===== src/design/rle_enc_pkg.sv =====
// Shared types, constants and helper functions for the run-length encoder.
// Used by rle_enc_run, rle_enc_ser and rle_ascii_decimal_encoder_core.
package rle_enc_pkg;

  localparam int COUNT_WIDTH_DEF = 16;
  localparam int RUN_CAP         = 99999;
  localparam int BCD_DIGITS      = 5;
  localparam int BCD_W           = 4 * BCD_DIGITS;

  localparam logic [7:0] ASCII_ZERO = 8'h30;

  typedef logic [2:0] ndig_t;

  typedef struct packed {
    logic [BCD_W-1:0] bcd;
    ndig_t            ndig;
    logic [7:0]       val;
  } run_t;

  typedef struct packed {
    run_t second;
    run_t first;
    logic two;
    logic fin;
  } job_t;

  function automatic logic [BCD_W-1:0] bcd_inc(input logic [BCD_W-1:0] v);
    logic [BCD_W-1:0] r;
    logic             carry;
    r     = v;
    carry = 1'b1;
    for (int i = 0; i < BCD_DIGITS; i++) begin
      if (carry) begin
        if (v[4*i +: 4] == 4'd9) begin
          r[4*i +: 4] = 4'd0;
        end else begin
          r[4*i +: 4] = v[4*i +: 4] + 4'd1;
          carry       = 1'b0;
        end
      end
    end
    return r;
  endfunction

  function automatic ndig_t bcd_len(input logic [BCD_W-1:0] v);
    ndig_t n;
    n = ndig_t'(1);
    for (int i = 1; i < BCD_DIGITS; i++) begin
      if (v[4*i +: 4] != 4'd0) begin
        n = ndig_t'(i + 1);
      end
    end
    return n;
  endfunction

endpackage


===== src/design/rle_enc_run.sv =====
// Run tracker: holds the current byte and its length in binary and decimal.
// Builds the runs to emit for each accepted request. Depends on rle_enc_pkg.
module rle_enc_run #(
  parameter int COUNT_WIDTH = rle_enc_pkg::COUNT_WIDTH_DEF
) (
  input  logic              clk,
  input  logic              rst,
  input  logic              accept,
  input  logic [7:0]        data_byte,
  input  logic              final_byte,
  output logic              job_load,
  output rle_enc_pkg::job_t job
);
  import rle_enc_pkg::*;

  localparam int CNT_W     = (COUNT_WIDTH > 17) ? 17 : COUNT_WIDTH;
  localparam int RUN_LIMIT = (COUNT_WIDTH >= 17) ? RUN_CAP : (1 << COUNT_WIDTH) - 1;
  localparam logic [CNT_W-1:0] LIMIT = CNT_W'(RUN_LIMIT);

  logic [7:0]       held_byte, held_byte_next, cont_byte;
  logic [CNT_W-1:0] run_bin, run_bin_next, cont_bin;
  logic [BCD_W-1:0] run_bcd, run_bcd_next, cont_bcd;
  logic             holding, holding_next;
  logic             emit_a;
  run_t             run_a, run_b;

  always_comb begin
    emit_a    = 1'b0;
    cont_byte = held_byte;
    cont_bin  = run_bin;
    cont_bcd  = run_bcd;
    if (!holding) begin
      cont_byte = data_byte;
      cont_bin  = CNT_W'(1);
      cont_bcd  = BCD_W'(1);
    end else if (data_byte == held_byte) begin
      if (run_bin >= LIMIT) begin
        emit_a   = 1'b1;
        cont_bin = CNT_W'(1);
        cont_bcd = BCD_W'(1);
      end else begin
        cont_bin = run_bin + CNT_W'(1);
        cont_bcd = bcd_inc(run_bcd);
      end
    end else begin
      emit_a    = 1'b1;
      cont_byte = data_byte;
      cont_bin  = CNT_W'(1);
      cont_bcd  = BCD_W'(1);
    end

    run_a.bcd  = run_bcd;
    run_a.ndig = bcd_len(run_bcd);
    run_a.val  = held_byte;
    run_b.bcd  = cont_bcd;
    run_b.ndig = bcd_len(cont_bcd);
    run_b.val  = cont_byte;

    held_byte_next = held_byte;
    run_bin_next   = run_bin;
    run_bcd_next   = run_bcd;
    holding_next   = holding;
    if (accept) begin
      if (final_byte) begin
        held_byte_next = 8'd0;
        run_bin_next   = '0;
        run_bcd_next   = '0;
        holding_next   = 1'b0;
      end else begin
        held_byte_next = cont_byte;
        run_bin_next   = cont_bin;
        run_bcd_next   = cont_bcd;
        holding_next   = 1'b1;
      end
    end

    job_load   = accept && (emit_a || final_byte);
    job.fin    = final_byte;
    job.two    = emit_a && final_byte;
    job.first  = emit_a ? run_a : run_b;
    job.second = run_b;
  end

  always_ff @(posedge clk) begin
    if (rst) begin
      held_byte <= 8'd0;
      run_bin   <= '0;
      run_bcd   <= '0;
      holding   <= 1'b0;
    end else begin
      held_byte <= held_byte_next;
      run_bin   <= run_bin_next;
      run_bcd   <= run_bcd_next;
      holding   <= holding_next;
    end
  end

  a_idle_clear: assert property (@(posedge clk) disable iff (rst)
    !holding |-> (run_bin == '0 && run_bcd == '0))
    else $error("Run counters not cleared while no run is held.");

  a_run_limit: assert property (@(posedge clk) disable iff (rst)
    run_bin <= LIMIT)
    else $error("Run length exceeds the run limit.");

  a_held_nonzero: assert property (@(posedge clk) disable iff (rst)
    holding |-> run_bin != '0)
    else $error("Held run has zero length.");

endmodule


===== src/design/rle_enc_ser.sv =====
// Serializer: holds one job of up to two runs; unless stalled, its registered
// output sends one digit or byte per cycle. Depends on rle_enc_pkg.
module rle_enc_ser (
  input  logic              clk,
  input  logic              rst,
  input  logic              job_load,
  input  rle_enc_pkg::job_t job,
  output logic              job_free,
  output logic              out_valid,
  input  logic              out_stall,
  output logic [7:0]        out_byte,
  output logic              last_of_item,
  output logic              stream_done
);
  import rle_enc_pkg::*;

  job_t       cur;
  logic       busy;
  logic       slot;
  ndig_t      dig;
  logic       in_byte;
  logic       adv, emit, done, last_run;
  run_t       cur_run;
  logic [3:0] digit;
  logic [7:0] byte_now;
  logic       last_now;

  always_comb begin
    adv      = !out_valid || !out_stall;
    cur_run  = slot ? cur.second : cur.first;
    last_run = !cur.two || slot;
    emit     = busy && adv;
    done     = emit && in_byte && last_run;
    job_free = !busy || done;
    digit    = cur_run.bcd[{dig, 2'b00} +: 4];
    byte_now = in_byte ? cur_run.val : ASCII_ZERO + {4'd0, digit};
    last_now = in_byte && last_run;
  end

  always_ff @(posedge clk) begin
    if (rst) begin
      busy      <= 1'b0;
      slot      <= 1'b0;
      dig       <= '0;
      in_byte   <= 1'b0;
      out_valid <= 1'b0;
    end else begin
      if (adv) begin
        out_valid <= busy;
      end
      if (emit) begin
        if (!in_byte) begin
          if (dig == '0) begin
            in_byte <= 1'b1;
          end else begin
            dig <= dig - ndig_t'(1);
          end
        end else if (!last_run) begin
          slot    <= 1'b1;
          dig     <= cur.second.ndig - ndig_t'(1);
          in_byte <= 1'b0;
        end
      end
      if (job_load) begin
        busy    <= 1'b1;
        slot    <= 1'b0;
        dig     <= job.first.ndig - ndig_t'(1);
        in_byte <= 1'b0;
      end else if (done) begin
        busy <= 1'b0;
      end
    end
  end

  always_ff @(posedge clk) begin
    if (job_load) begin
      cur <= job;
    end
    if (emit) begin
      out_byte     <= byte_now;
      last_of_item <= last_now;
      stream_done  <= last_now && cur.fin;
    end
  end

  a_dig_range: assert property (@(posedge clk) disable iff (rst)
    (busy && !in_byte) |-> dig < cur_run.ndig)
    else $error("Digit index outside the run's digit count.");

  a_done_last: assert property (@(posedge clk) disable iff (rst)
    (out_valid && stream_done) |-> last_of_item)
    else $error("End of stream flagged on a result that does not close its request.");

  a_load_free: assert property (@(posedge clk) disable iff (rst)
    job_load |-> job_free)
    else $error("Job loaded while the serializer is still busy.");

  a_second_slot: assert property (@(posedge clk) disable iff (rst)
    (busy && slot) |-> cur.two)
    else $error("Second run sent for a job that holds only one.");

endmodule


===== src/design/rle_ascii_decimal_encoder_core.sv =====
// Top level of the run-length encoder: byte stream in, ASCII decimal count
// and run byte out. Depends on rle_enc_pkg, rle_enc_run and rle_enc_ser.
//
//   channel | valid     | stall     | payload
//   input   | in_valid  | in_stall  | data_byte, final_byte
//   output  | out_valid | out_stall | out_byte, last_of_item, stream_done
//
// A request that only extends a run gives no result.
// A request that closes a run (a final byte may close two) gives the count
// digits and byte of each, one result per cycle while the output does not
// stall; the next request is taken as the last enters the output register.
// Reset clears the held run and empties the serializer and output register.
// Stalls on the output hold the output register and the job in progress, so
// in_stall stays high until the job's last result has entered that register.
module rle_ascii_decimal_encoder_core #(
  parameter int COUNT_WIDTH = rle_enc_pkg::COUNT_WIDTH_DEF
) (
  input  logic       clk,
  input  logic       rst,
  input  logic       in_valid,
  output logic       in_stall,
  input  logic [7:0] data_byte,
  input  logic       final_byte,
  output logic       out_valid,
  input  logic       out_stall,
  output logic [7:0] out_byte,
  output logic       last_of_item,
  output logic       stream_done
);
  import rle_enc_pkg::*;

  logic accept;
  logic job_load;
  logic job_free;
  job_t job;

  assign in_stall = !job_free;
  assign accept   = in_valid && !in_stall;

  rle_enc_run #(
    .COUNT_WIDTH(COUNT_WIDTH)
  ) u_run (
    .clk       (clk),
    .rst       (rst),
    .accept    (accept),
    .data_byte (data_byte),
    .final_byte(final_byte),
    .job_load  (job_load),
    .job       (job)
  );

  rle_enc_ser u_ser (
    .clk         (clk),
    .rst         (rst),
    .job_load    (job_load),
    .job         (job),
    .job_free    (job_free),
    .out_valid   (out_valid),
    .out_stall   (out_stall),
    .out_byte    (out_byte),
    .last_of_item(last_of_item),
    .stream_done (stream_done)
  );

endmodule


===== config.mk =====
export PLATFORM = sky130hd
export DESIGN_NAME = rle_ascii_decimal_encoder_core
export DESIGN_NICKNAME = d
export VERILOG_FILES = /design/src/design/rle_enc_pkg.sv /design/src/design/rle_enc_run.sv /design/src/design/rle_enc_ser.sv /design/src/design/rle_ascii_decimal_encoder_core.sv
export SDC_FILE = /design/constraint.sdc
export NUM_CORES = 1
export LEC_CHECK = 0
export BUFFER_PORTS_ARGS = -buffer_cell sky130_fd_sc_hd__clkbuf_2
export CAP_MARGIN = 0
export CORE_MARGIN = 4
export CORE_UTILIZATION = 45
export CTS_CLUSTER_SIZE = 28
export DETAILED_ROUTE_END_ITERATION = 8
export RECOVER_POWER = 25
export SLEW_MARGIN = 40
export SYNTH_ARGS = -nofsm -noshare
export SYNTH_HDL_FRONTEND = slang
export SYNTH_SLANG_ARGS = --single-unit

===== constraint.sdc =====
create_clock -name clk -period 3.95 [get_ports clk]
set_input_delay 0.5925 -clock clk [delete_from_list [all_inputs] [get_ports clk]]
set_output_delay 0.5925 -clock clk [all_outputs]
set_load 0.02 [all_outputs]

==> flow_metrics.tcl, run 1 <==
set metrics [dict create \
    outcome "finished, violations left" \
    violations "capacitance limit, slew limit" \
    initial_core_util_pct 46.0 \
    slew_headroom_pct -70.0 \
    seqCellArea_um2 3170 \
    hold_path.class "register to register" \
    fill_cells 1260 \
    worst_setup_path_end_kind "register" \
    finalCritPeriodShare_pct 81.3 \
    ys_seq_area_share_pct 49.5 \
    area_delta_synth_final_pct 10.6 \
    ff2ff_setup_slack_ps 740 \
    critPathMaxStageDelay_ps 540 \
    antenna_left 0 \
    crit_path_frequent_cell "ha_1" \
    drv_cap 2 \
    gp_congestion 0.901 \
    fmax_mhz 311 \
    highest_layer "met5" \
    grt_pass1_wl_um 24300 \
    synth.top_cell.area_share_pct 33.2 \
    first_iter_violations 446 \
    clkSlewWorstSetupHoldPaths_ps 60 \
    tns_ps 0 \
    hold_violations 0 \
    die_w_um 127 \
    met1_length_um 7130 \
    syn_inst 642 \
    clockRootBuffer "clkbuf_16" \
    htree_levels 4 \
    clkSinkCount 123 \
    synthArstFlopShare_pct 0 \
    cpMaxStageDelayCell "and3b_1" \
    syn_area_um2 6410 \
    cpLargestDelayFamily "simple AND/OR/NAND/NOR gates" \
    critical_path_class "register to register" \
    synth-seq-cells 123 \
    yosysWarnings 0 \
    cts_resized 0 \
    final_nets 654 \
    setup_ws_ps 737 \
    dp_hpwl_um 9990 \
    reg2regPathDepth 11 \
    antenna_cells 0 \
    p_leak_uw 0.00216 \
    crit_chain "ha_1 > and3b_1 > nand4_2 > mux2i_1 > a21oi_2 > nor3b_2 > a311o_1 > o21ai_1 > ha_1 > nor4_1 > o41ai_2" \
    ys_dominant_reg_cell "edfxtp_1" \
    critPathMaxFanout 16 \
    synth_top_area_cell "edfxtp_1" \
    grt_max_degree 54 \
    wl_per_cell_um 17.8 \
    vias 4888 \
    rsz0062_at_grt "no" \
    slew_viol_final 77 \
    placement.io_buffers 24 \
    antenna_found_initial 1 \
    yosysMostFrequentCell "nor2_1" \
    cp.required_ps 4160 \
    hold_slack_ps 481 \
    critPathBufInv 0 \
    path_depth 11 \
    synth_nets 659 \
    clockBufferDepth 2 \
    io_pins 25 \
    drive_gt1_share_pct 13.1 \
    setup_viol 0 \
    cts_buffers 17 \
    min_path_cells 1 \
    postCtsSetupRepairBufs 0 \
    ys_types 70 \
    synth-edff-count 71 \
    worstPathArrival_ps 3420 \
    period_minus_slack_ps 3210 \
    hold_start "u_run.run_bin[6]" \
    cp-start-kind "register" \
    wl_met3_um 816 \
    p_total_uw 3200 \
    synth.avg_cell_area_um2 9.99 \
    p_per_area_nw_per_um2 452 \
    cts_tree "built" \
    wirelength_um 14700 \
    synth_area_leaders "edfxtp_1 (33%), dfxtp_1 (16%), nor2_1 (4.5%), nand2_1 (3.4%), a21oi_1 (3.3%)" \
    cts_hold_buf 0 \
    grt_overflow 0 \
    timing.rr.start "u_run.run_bcd[0]" \
    min_to "u_run.run_bin[6]" \
    clock_latency_ps 420 \
    final_util_pct 50.9 \
    worst_pin_slew_ps 2550 \
    place_ws_ps 876 \
    reg2reg_to "u_ser.dig[2]" \
    finClkSkew_ps 9.35 \
    drt_drc_violations_left 0 \
    route.met2.wl_um 6440 \
    multi_input_area_um2 2930 \
    via_per_inst 5.89 \
    synth_common_cells "nor2_1 (77), edfxtp_1 (71), nand2_1 (58), dfxtp_1 (52), a21oi_1 (42)" \
    grt_pass1_vias 4543 \
    fp.dieH_um 127 \
    coreArea_um2 13900 \
    max-vdd-ir-drop_mv 0.290 \
    num_rows 43 \
    dieArea_um2 16200 \
    dr.pass1.iters 5 \
    grtUsageTotal_pct 19.2 \
]
-- cell usage in the layout, fill, tap and decap left out, types with 3 or more instances in the layout --
master and n:
nor2_1 77, edfxtp_1 71, nand2_1 58, dfxtp_1 52, a21oi_1 42, xnor2_1 24, nand3_1 24, clkbuf_1 23
nor3_1 21, a311oi_1 18, mux2i_1 17, clkbuf_16 17, mux2_2 12, inv_1 11, a31oi_1 11, o21ai_0 10
nor4_1 10, or3_1 8, mux4_2 8, buf_4 8, nand4_1 7, and3_1 7, nor2b_1 7, o21ai_1 7
a211oi_1 6, a22oi_1 5, clkinvlp_4 5, o221ai_1 4, ha_1 4, clkbuf_2 4, a2bb2oi_1 3, nand3b_1 3
xor2_1 3, clkinv_2 3
-- metrics by stage --
step                      instances  area, µm²
after floorplan                 642       6410
after global placement          798       6570
after detailed placement        798       6580
after CTS                       830       7130
after global routing            830       7090
final                           830       7090
-- area by class of cell --
| type | count | area share, % |
|---|---|---|
| well taps | 180 | 3.18 |
| clock buffers | 17 | 6.00 |
| clock inverters | 15 | 1.76 |
| multi-input cells | 447 | 41.3 |
| repair buffers | 35 | 2.35 |
| inverters | 13 | 0.688 |
| flip-flops and latches | 123 | 44.7 |
-- layer usage --
layer	GRT usage, %	up-vias
li1	-	2357
met1	28.2	2351
met2	27.0	151
met3	4.56	27
met4	8.20	2
met5	0	-
-- logic make-up (layout without fill, tap and decap cells) --
kind of cell	Yosys count	count (layout)	share of synthesized area (%)
AND/OR/NAND/NOR	254	254	20.2
AO/OA/AOI/OAI	124	124	13.1
flip-flops	123	123	49.5
buffers and inverters	72	80	4.98
multiplexers	38	38	7.75
XOR/XNOR	27	27	3.69
adder cells (fa/ha/maj)	4	4	0.781
-- where the power goes --
part	switching (µW)	total [µW]	internal, µW
Combinational	178	279	101
Sequential	39.6	1480	1440
Clock	584	1440	859
Total	802	3200	2400
-- worst max path at each step --
stage / end / slack (ps) / startpoint
floorplan: u_ser.dig[2] / 110 / u_run.run_bin[0]
global placement: u_ser.dig[2] / 990 / u_run.run_bcd[0]
detailed placement: u_ser.dig[2] / 880 / u_run.run_bcd[0]
CTS: u_ser.dig[2] / 840 / u_run.run_bcd[0]
global route: u_ser.dig[2] / 450 / u_run.run_bcd[0]
finish: u_ser.dig[2] / 740 / u_run.run_bcd[0]
-- registers in the layout (all words and copies together) (netlist names), 3 cells and up --
name / cells
u_ser.dig: 3
u_run.run_bcd: 20
u_run.held_byte: 8
u_run.run_bin: 16
u_ser.cur: 61
u_ser.out_byte: 8
-- worst reg2reg max path: stages (launching register included) --
cell and delay [ps]:
dfxtp_1 440, ha_1 230, and3b_1 540, nand4_2 300
mux2i_1 220, a21oi_2 190, nor3b_2 230, a311o_1 150
o21ai_1 70, ha_1 210, nor4_1 330, o41ai_2 110
Power figures use the tool's default switching activity.
==> inputs of run 2 (changes only) <==
--- a/config.mk
+++ b/config.mk
@@ -5,6 +5,7 @@
 export SDC_FILE = /design/constraint.sdc
 export NUM_CORES = 1
 export LEC_CHECK = 0
+export ABC_AREA = 1
 export BUFFER_PORTS_ARGS = -buffer_cell sky130_fd_sc_hd__clkbuf_2
 export CAP_MARGIN = 0
 export CORE_MARGIN = 4
==> constraint.sdc (replaced) <==
create_clock -name clk -period 3.3 [get_ports clk]
set_input_delay 0.495 -clock clk [delete_from_list [all_inputs] [get_ports clk]]
set_output_delay 0.495 -clock clk [all_outputs]
set_load 0.02 [all_outputs]
==> flow_metrics.tcl, run 2 <==
set metrics [dict create \
    outcome "finished, violations left" \
    violations "capacitance limit, slew limit" \
    synth_simple_gate_area_share_pct 25.0 \
    synth_mux_area_share_pct 0.158 \
    synth_compound_area_share_pct 14.0 \
    synth-seq-cells 123 \
    sequentialPowerShare_pct 42.0 \
    p_per_area_nw_per_um2 572 \
    cp.required_ps 3620 \
    largest_reg_flops 61 \
    cts_resized 0 \
    die_w_um 127 \
    switching_power_uw 988 \
    cp-start-kind "register" \
    setup_ws_ps 422 \
    clockRootBuffer "clkbuf_16" \
    hold_path.class "input port to register" \
    power.internal_uw 3140 \
    ys_seq_area_share_pct 50.2 \
    wl_per_cell_um 15.8 \
    syn_area_um2 6320 \
    synth_area_leaders "edfxtp_1 (34%), dfxtp_1 (16%), nand2_1 (12%), inv_1 (5.1%), o21ai_0 (4.9%)" \
    synth.top_cell.area_share_pct 33.7 \
    grt_overflow 0 \
    cts_buffers 17 \
    final_common_cell "nand2_1" \
    grt_pass1_vias 4956 \
    syn_inst 780 \
    synth_nets 797 \
    fmax_mhz 348 \
    slew_viol_final 46 \
    postCtsSetupRepairBufs 0 \
    tns_ps 0 \
    reg_top3 "u_ser.cur (61), u_run.run_bcd (20), u_run.run_bin (16)" \
    vias 5228 \
    slew_headroom_pct -58.3 \
    fp.dieH_um 127 \
    grt_max_degree 46 \
    hold_violations 0 \
    ys_dominant_reg_cell "edfxtp_1" \
    yosysMostFrequentCell "nand2_1" \
    grt_pass1_wl_um 25500 \
    io_pins 25 \
    crit_chain "ha_1 > nand3_2 > inv_1 > nand2_2 > nor2_2 > nand2_1 > nand2_1 > nand2_1 > nand2_1 > nand2_1 > nor2_2 > nand2_1 > nor2_1 > o22ai_1 > ha_1 > nand3_1 > nand2_1 > nor2_1 > nor2_1" \
    drv_cap 1 \
    area_delta_synth_final_pct 14.3 \
    worst_pin_slew_ps 2370 \
    critPathMaxStageDelay_ps 390 \
    switching_share_pct 23.9 \
    clkSinkCount 123 \
    cts_hold_buf 0 \
    ys_types 52 \
    clock_latency_ps 420 \
    worst_setup_path_end_kind "register" \
    synth.avg_cell_area_um2 8.10 \
    dp_hpwl_um 11000 \
    grtUsageTotal_pct 20.2 \
    initial_core_util_pct 45.7 \
    wirelength_um 15600 \
    clkSlewWorstSetupHoldPaths_ps 60 \
    p_comb_share_pct 7.6 \
    antenna_found_initial 0 \
    dieArea_um2 16000 \
    rsz0062_at_grt "no" \
    via_per_inst 5.29 \
    synth_top_area_cell "edfxtp_1" \
    yosysWarnings 0 \
    clockBufferDepth 2 \
    synthAdderAreaFrac_pct 0.792 \
    dr.pass1.iters 5 \
    top_register "u_ser.cur" \
    antenna_cells 0 \
    mostFrequentLayoutCells "nand2_1 (196), inv_1 (88), edfxtp_1 (71)" \
    placement.io_buffers 24 \
    final_nets 813 \
    finClkSkew_ps 9.12 \
    drive_gt1_share_pct 10.4 \
    critPathMaxFanout 8 \
    finalCritPeriodShare_pct 87.2 \
    synthArstFlopShare_pct 0 \
    antenna_left 0 \
    synth-edff-count 71 \
    cpMaxStageDelayCell "dfxtp_1" \
    critical_path_class "register to register" \
    period_minus_slack_ps 2880 \
    place_ws_ps 391 \
    synth_top_family_by_area "simple AND/OR/NAND/NOR gates" \
    max-vdd-ir-drop_mv 0.321 \
    p_leak_uw 0.00277 \
    gp_congestion 0.933 \
    coreArea_um2 13800 \
    clockPowerShare_pct 50.4 \
    num_rows 43 \
    first_iter_violations 402 \
    setup_viol 0 \
    synth_common_cells "nand2_1 (198), inv_1 (86), edfxtp_1 (71), nor2_1 (69), o21ai_0 (62)" \
    crit_path_frequent_cell "nand2_1" \
    synthXorXnorAreaFrac_pct 1.80 \
    worstPathArrival_ps 3190 \
    htree_levels 4 \
    drt_drc_violations_left 0 \
    cts_tree "built" \
]
[run 2: cell count changes in the layout (fill, tap and decap cells not counted), moves of 16 or more]
cell      change
a311oi_1     -17
inv_1        +77
mux2i_1      -16
nand2_1     +138
nand3_1      +17
o21ai_0      +52
xnor2_1      -19
[run 2: path summary, 6_finish.rpt]
path                                         from                end  slack, ps  cells after the start
worst min-delay path                    out_stall    u_ser.out_valid        330                      3
worst min register to register  u_run.run_bcd[18]  u_run.run_bcd[18]        490                      2
worst max-delay path             u_run.run_bcd[0]       u_ser.dig[2]        420                     19
worst max register to register   u_run.run_bcd[0]       u_ser.dig[2]        420                     19
[run 2: logic make-up after synthesis]
family / Yosys count
xor+xnor: 13
mux: 1
fa+ha+maj: 4
flops: 123
buf+inv: 131
compound gates: 152
simple gates: 356
[run 2: through the flow]
stage / hold slack, ps / cells / cell area [µm²] / utilization (%) / power, µW
CTS: 285 / 989 / 7260 / 52.5 / 4170
detailed placement: 474 / 957 / 6600 / 47.8 / 2090
global route: 339 / 989 / 7220 / 52.2 / 4270
floorplan: 458 / 780 / 6340 / - / 1980
global placement: 466 / 957 / 6600 / 47.8 / 2080
finish: 334 / 989 / 7220 / 52.2 / 4130
[run 2: layer usage]
| layer | share of wire, % | GRT usage (%) | vias to the layer above | wire length [µm] |
|---|---|---|---|---|
| met3 | 5.7 | 4.13 | 33 | 881 |
| li1 | - | - | 2632 | - |
| met1 | 47 | 28.6 | 2403 | 7350 |
| met4 | 2.8 | 9.02 | 0 | 429 |
| met2 | 44 | 29.9 | 160 | 6930 |
| met5 | 0 | 0 | - | 0 |
[run 2: final cells by class]
class                   instances  area [µm²]
fillers                      1277        6600
flip-flops and latches        123        3170
multi-input cells             526        2650
clock buffers                  17         425
inverters                      95         359
clock inverters                15         234
well taps                     180         225
repair buffers                 33         151
[run 2: worst max-delay path, delay by kind of cell (launching register included)]
kind	cells	cell delay (ps)
AND/OR/NAND/NOR	15	1600
adder cells (fa/ha/maj)	2	420
flip-flops	1	390
buffers and inverters	1	260
AO/OA/AOI/OAI	1	100
[run 2: power groups by stage]
stage,clock network (µW),logic [µW],registers (µW)
floorplan,0,211,1770
global placement,0,316,1760
detailed placement,0,320,1770
CTS,2110,322,1730
global route,2180,351,1740
finish,2080,314,1730
==> inputs of run 3 (changes only) <==
--- a/config.mk
+++ b/config.mk
@@ -12,6 +12,7 @@
 export CORE_UTILIZATION = 45
 export CTS_CLUSTER_SIZE = 28
 export DETAILED_ROUTE_END_ITERATION = 8
+export MAX_ROUTING_LAYER = met4
 export RECOVER_POWER = 25
 export SLEW_MARGIN = 40
 export SYNTH_ARGS = -nofsm -noshare
==> flow_metrics.tcl, run 3 (same netlist as run 2, synthesis figures left out) <==
set metrics [dict create \
    tns_ps 0 \
    cts_buffers 17 \
    final_nets 813 \
    postCtsSetupRepairBufs 0 \
    drt_drc_violations_left 0 \
    grt_pass1_wl_um 25700 \
    antenna_left 0 \
    violations "capacitance limit, slew limit" \
    dieArea_um2 16000 \
    clock_latency_ps 420 \
    critical_path_class "register to register" \
    cts_hold_buf 0 \
    clkSinkCount 123 \
    final_cell_area_um2 7180 \
    reg_top3 "u_ser.cur (61), u_run.run_bcd (20), u_run.run_bin (16)" \
    coreArea_um2 13800 \
    largest_reg_flops 61 \
    p_comb_share_pct 7.9 \
    gp_congestion 0.967 \
    antenna_cells 0 \
    grtUsageMet2_pct 30.5 \
    setup_viol 0 \
    grt_max_degree 46 \
    dp_hpwl_um 11000 \
    top_usage_layer "met2" \
    critPathBufInv 0 \
    final_common_cell "nand2_1" \
    grtUsageMet3_pct 4.13 \
    p_leak_uw 0.00274 \
    worst_pin_slew_ps 2290 \
    cpLargestDelayFamily "simple AND/OR/NAND/NOR gates" \
    area_delta_synth_final_pct 13.6 \
    io_pins 25 \
    sequentialPowerShare_pct 43.5 \
    hold_path.class "input port to register" \
    max-vdd-ir-drop_mv 0.271 \
    crit_chain "ha_1 > nand3_2 > nor2_2 > nand3_2 > nor2_1 > nor2_1 > nand3_1 > nand2_1 > nor2_1 > nand2_1 > nor2_1 > o22ai_1 > ha_1 > nand3_1 > nand2_1 > nor2_1 > nor2_1" \
    worst_setup_path_end_kind "register" \
    placement.io_buffers 24 \
    initial_core_util_pct 45.7 \
    clockRootBuffer "clkbuf_16" \
    clockPowerShare_pct 48.6 \
    power.internal_uw 2990 \
    place_ws_ps 313 \
    setup_ws_ps 442 \
    wirelength_um 15900 \
    num_rows 43 \
    fmax_mhz 350 \
    fp.dieH_um 127 \
    htree_levels 4 \
    outcome "finished, violations left" \
    worstPathArrival_ps 3160 \
    mostFrequentLayoutCells "nand2_1 (196), inv_1 (87), edfxtp_1 (71)" \
    grt_pass1_vias 4826 \
    antenna_found_initial 0 \
    critPathMaxStageDelay_ps 400 \
    first_iter_violations 468 \
    rsz0062_at_grt "no" \
    dr.pass1.iters 5 \
    place_area_um2 6600 \
    drv_cap 1 \
    finalCritPeriodShare_pct 86.6 \
    clockBufferDepth 2 \
    clkSlewWorstSetupHoldPaths_ps 60 \
    top_register "u_ser.cur" \
    p_per_area_nw_per_um2 556 \
    cts_resized 0 \
    switching_power_uw 1000 \
    period_minus_slack_ps 2860 \
    hold_violations 0 \
    switching_share_pct 25.1 \
    slew_viol_final 46 \
    cp-start-kind "register" \
    vias 5321 \
    grtUsageTotal_pct 20.9 \
    cp.required_ps 3600 \
    die_w_um 127 \
    cts_tree "built" \
    wl_per_cell_um 16.1 \
    critPathMaxFanout 8 \
    crit_path_frequent_cell "nor2_1" \
    grt_overflow 0 \
    slew_headroom_pct -52.7 \
    drive_gt1_share_pct 10.5 \
    via_per_inst 5.38 \
    grt_use_met1_pct 29.0 \
    finClkSkew_ps 10.8 \
    cpMaxStageDelayCell "dfxtp_1" \
]
==> run 3: cell types whose count changed in the layout (fill, tap and decap cells not counted) <==
cell / previous run / this run
bufinv_16: 5 / 3
clkinv_1: 0 / 1
clkinv_2: 1 / 0
clkinv_4: 1 / 2
clkinvlp_2: 0 / 1
ha_1: 4 / 3
ha_2: 0 / 1
inv_1: 88 / 87
inv_2: 6 / 7
==> run 3: area by class of cell <==
type                       count  area, µm²
clock buffer                  17        425
clock inverter                15        186
fill                        1297       6650
inverter                      95        359
multi-input combinational    526       2660
sequential                   123       3170
tap                          180        225
timing repair buffer          33        151
==> run 3: worst paths after layout <==
check	from	end	slack (ps)	depth (start not counted)
min	out_stall	u_ser.out_valid	350	3
max reg2reg	u_run.run_bcd[0]	u_ser.dig[2]	440	17
min reg2reg	u_run.run_bcd[18]	u_run.run_bcd[18]	490	2
max	u_run.run_bcd[0]	u_ser.dig[2]	440	17
==> run 3: worst min-delay path, stage by stage <==
cell      delay (ps)
clkbuf_2          80
nand2_1           80
a21oi_1           60
==> run 3: metal layers <==
metal / share of wire, % / vias up / wire length, µm
met2: 45 / 162 / 7190
met1: 47 / 2505 / 7420
li1: - / 2623 / -
met4: 2.1 / 0 / 338
met3: 5.9 / 31 / 937
met5: 0 / - / 0
==> run 3: metrics by stage <==
stage	hold slack, ps	instances	utilization [%]	total power (µW)
floorplan	458	780	-	1980
detailed placement	474	957	47.8	2090
global placement	469	957	47.8	2080
global route	366	989	51.9	4130
CTS	290	989	52.2	4020
finish	353	989	51.9	3990
==> run 3: power by group through the flow <==
stage | clock network (µW) | logic (µW) | registers [µW]
finish | 1940 | 316 | 1730
global route | 2040 | 351 | 1740
detailed placement | 0 | 320 | 1770
CTS | 1970 | 323 | 1730
floorplan | 0 | 211 | 1770
global placement | 0 | 317 | 1760
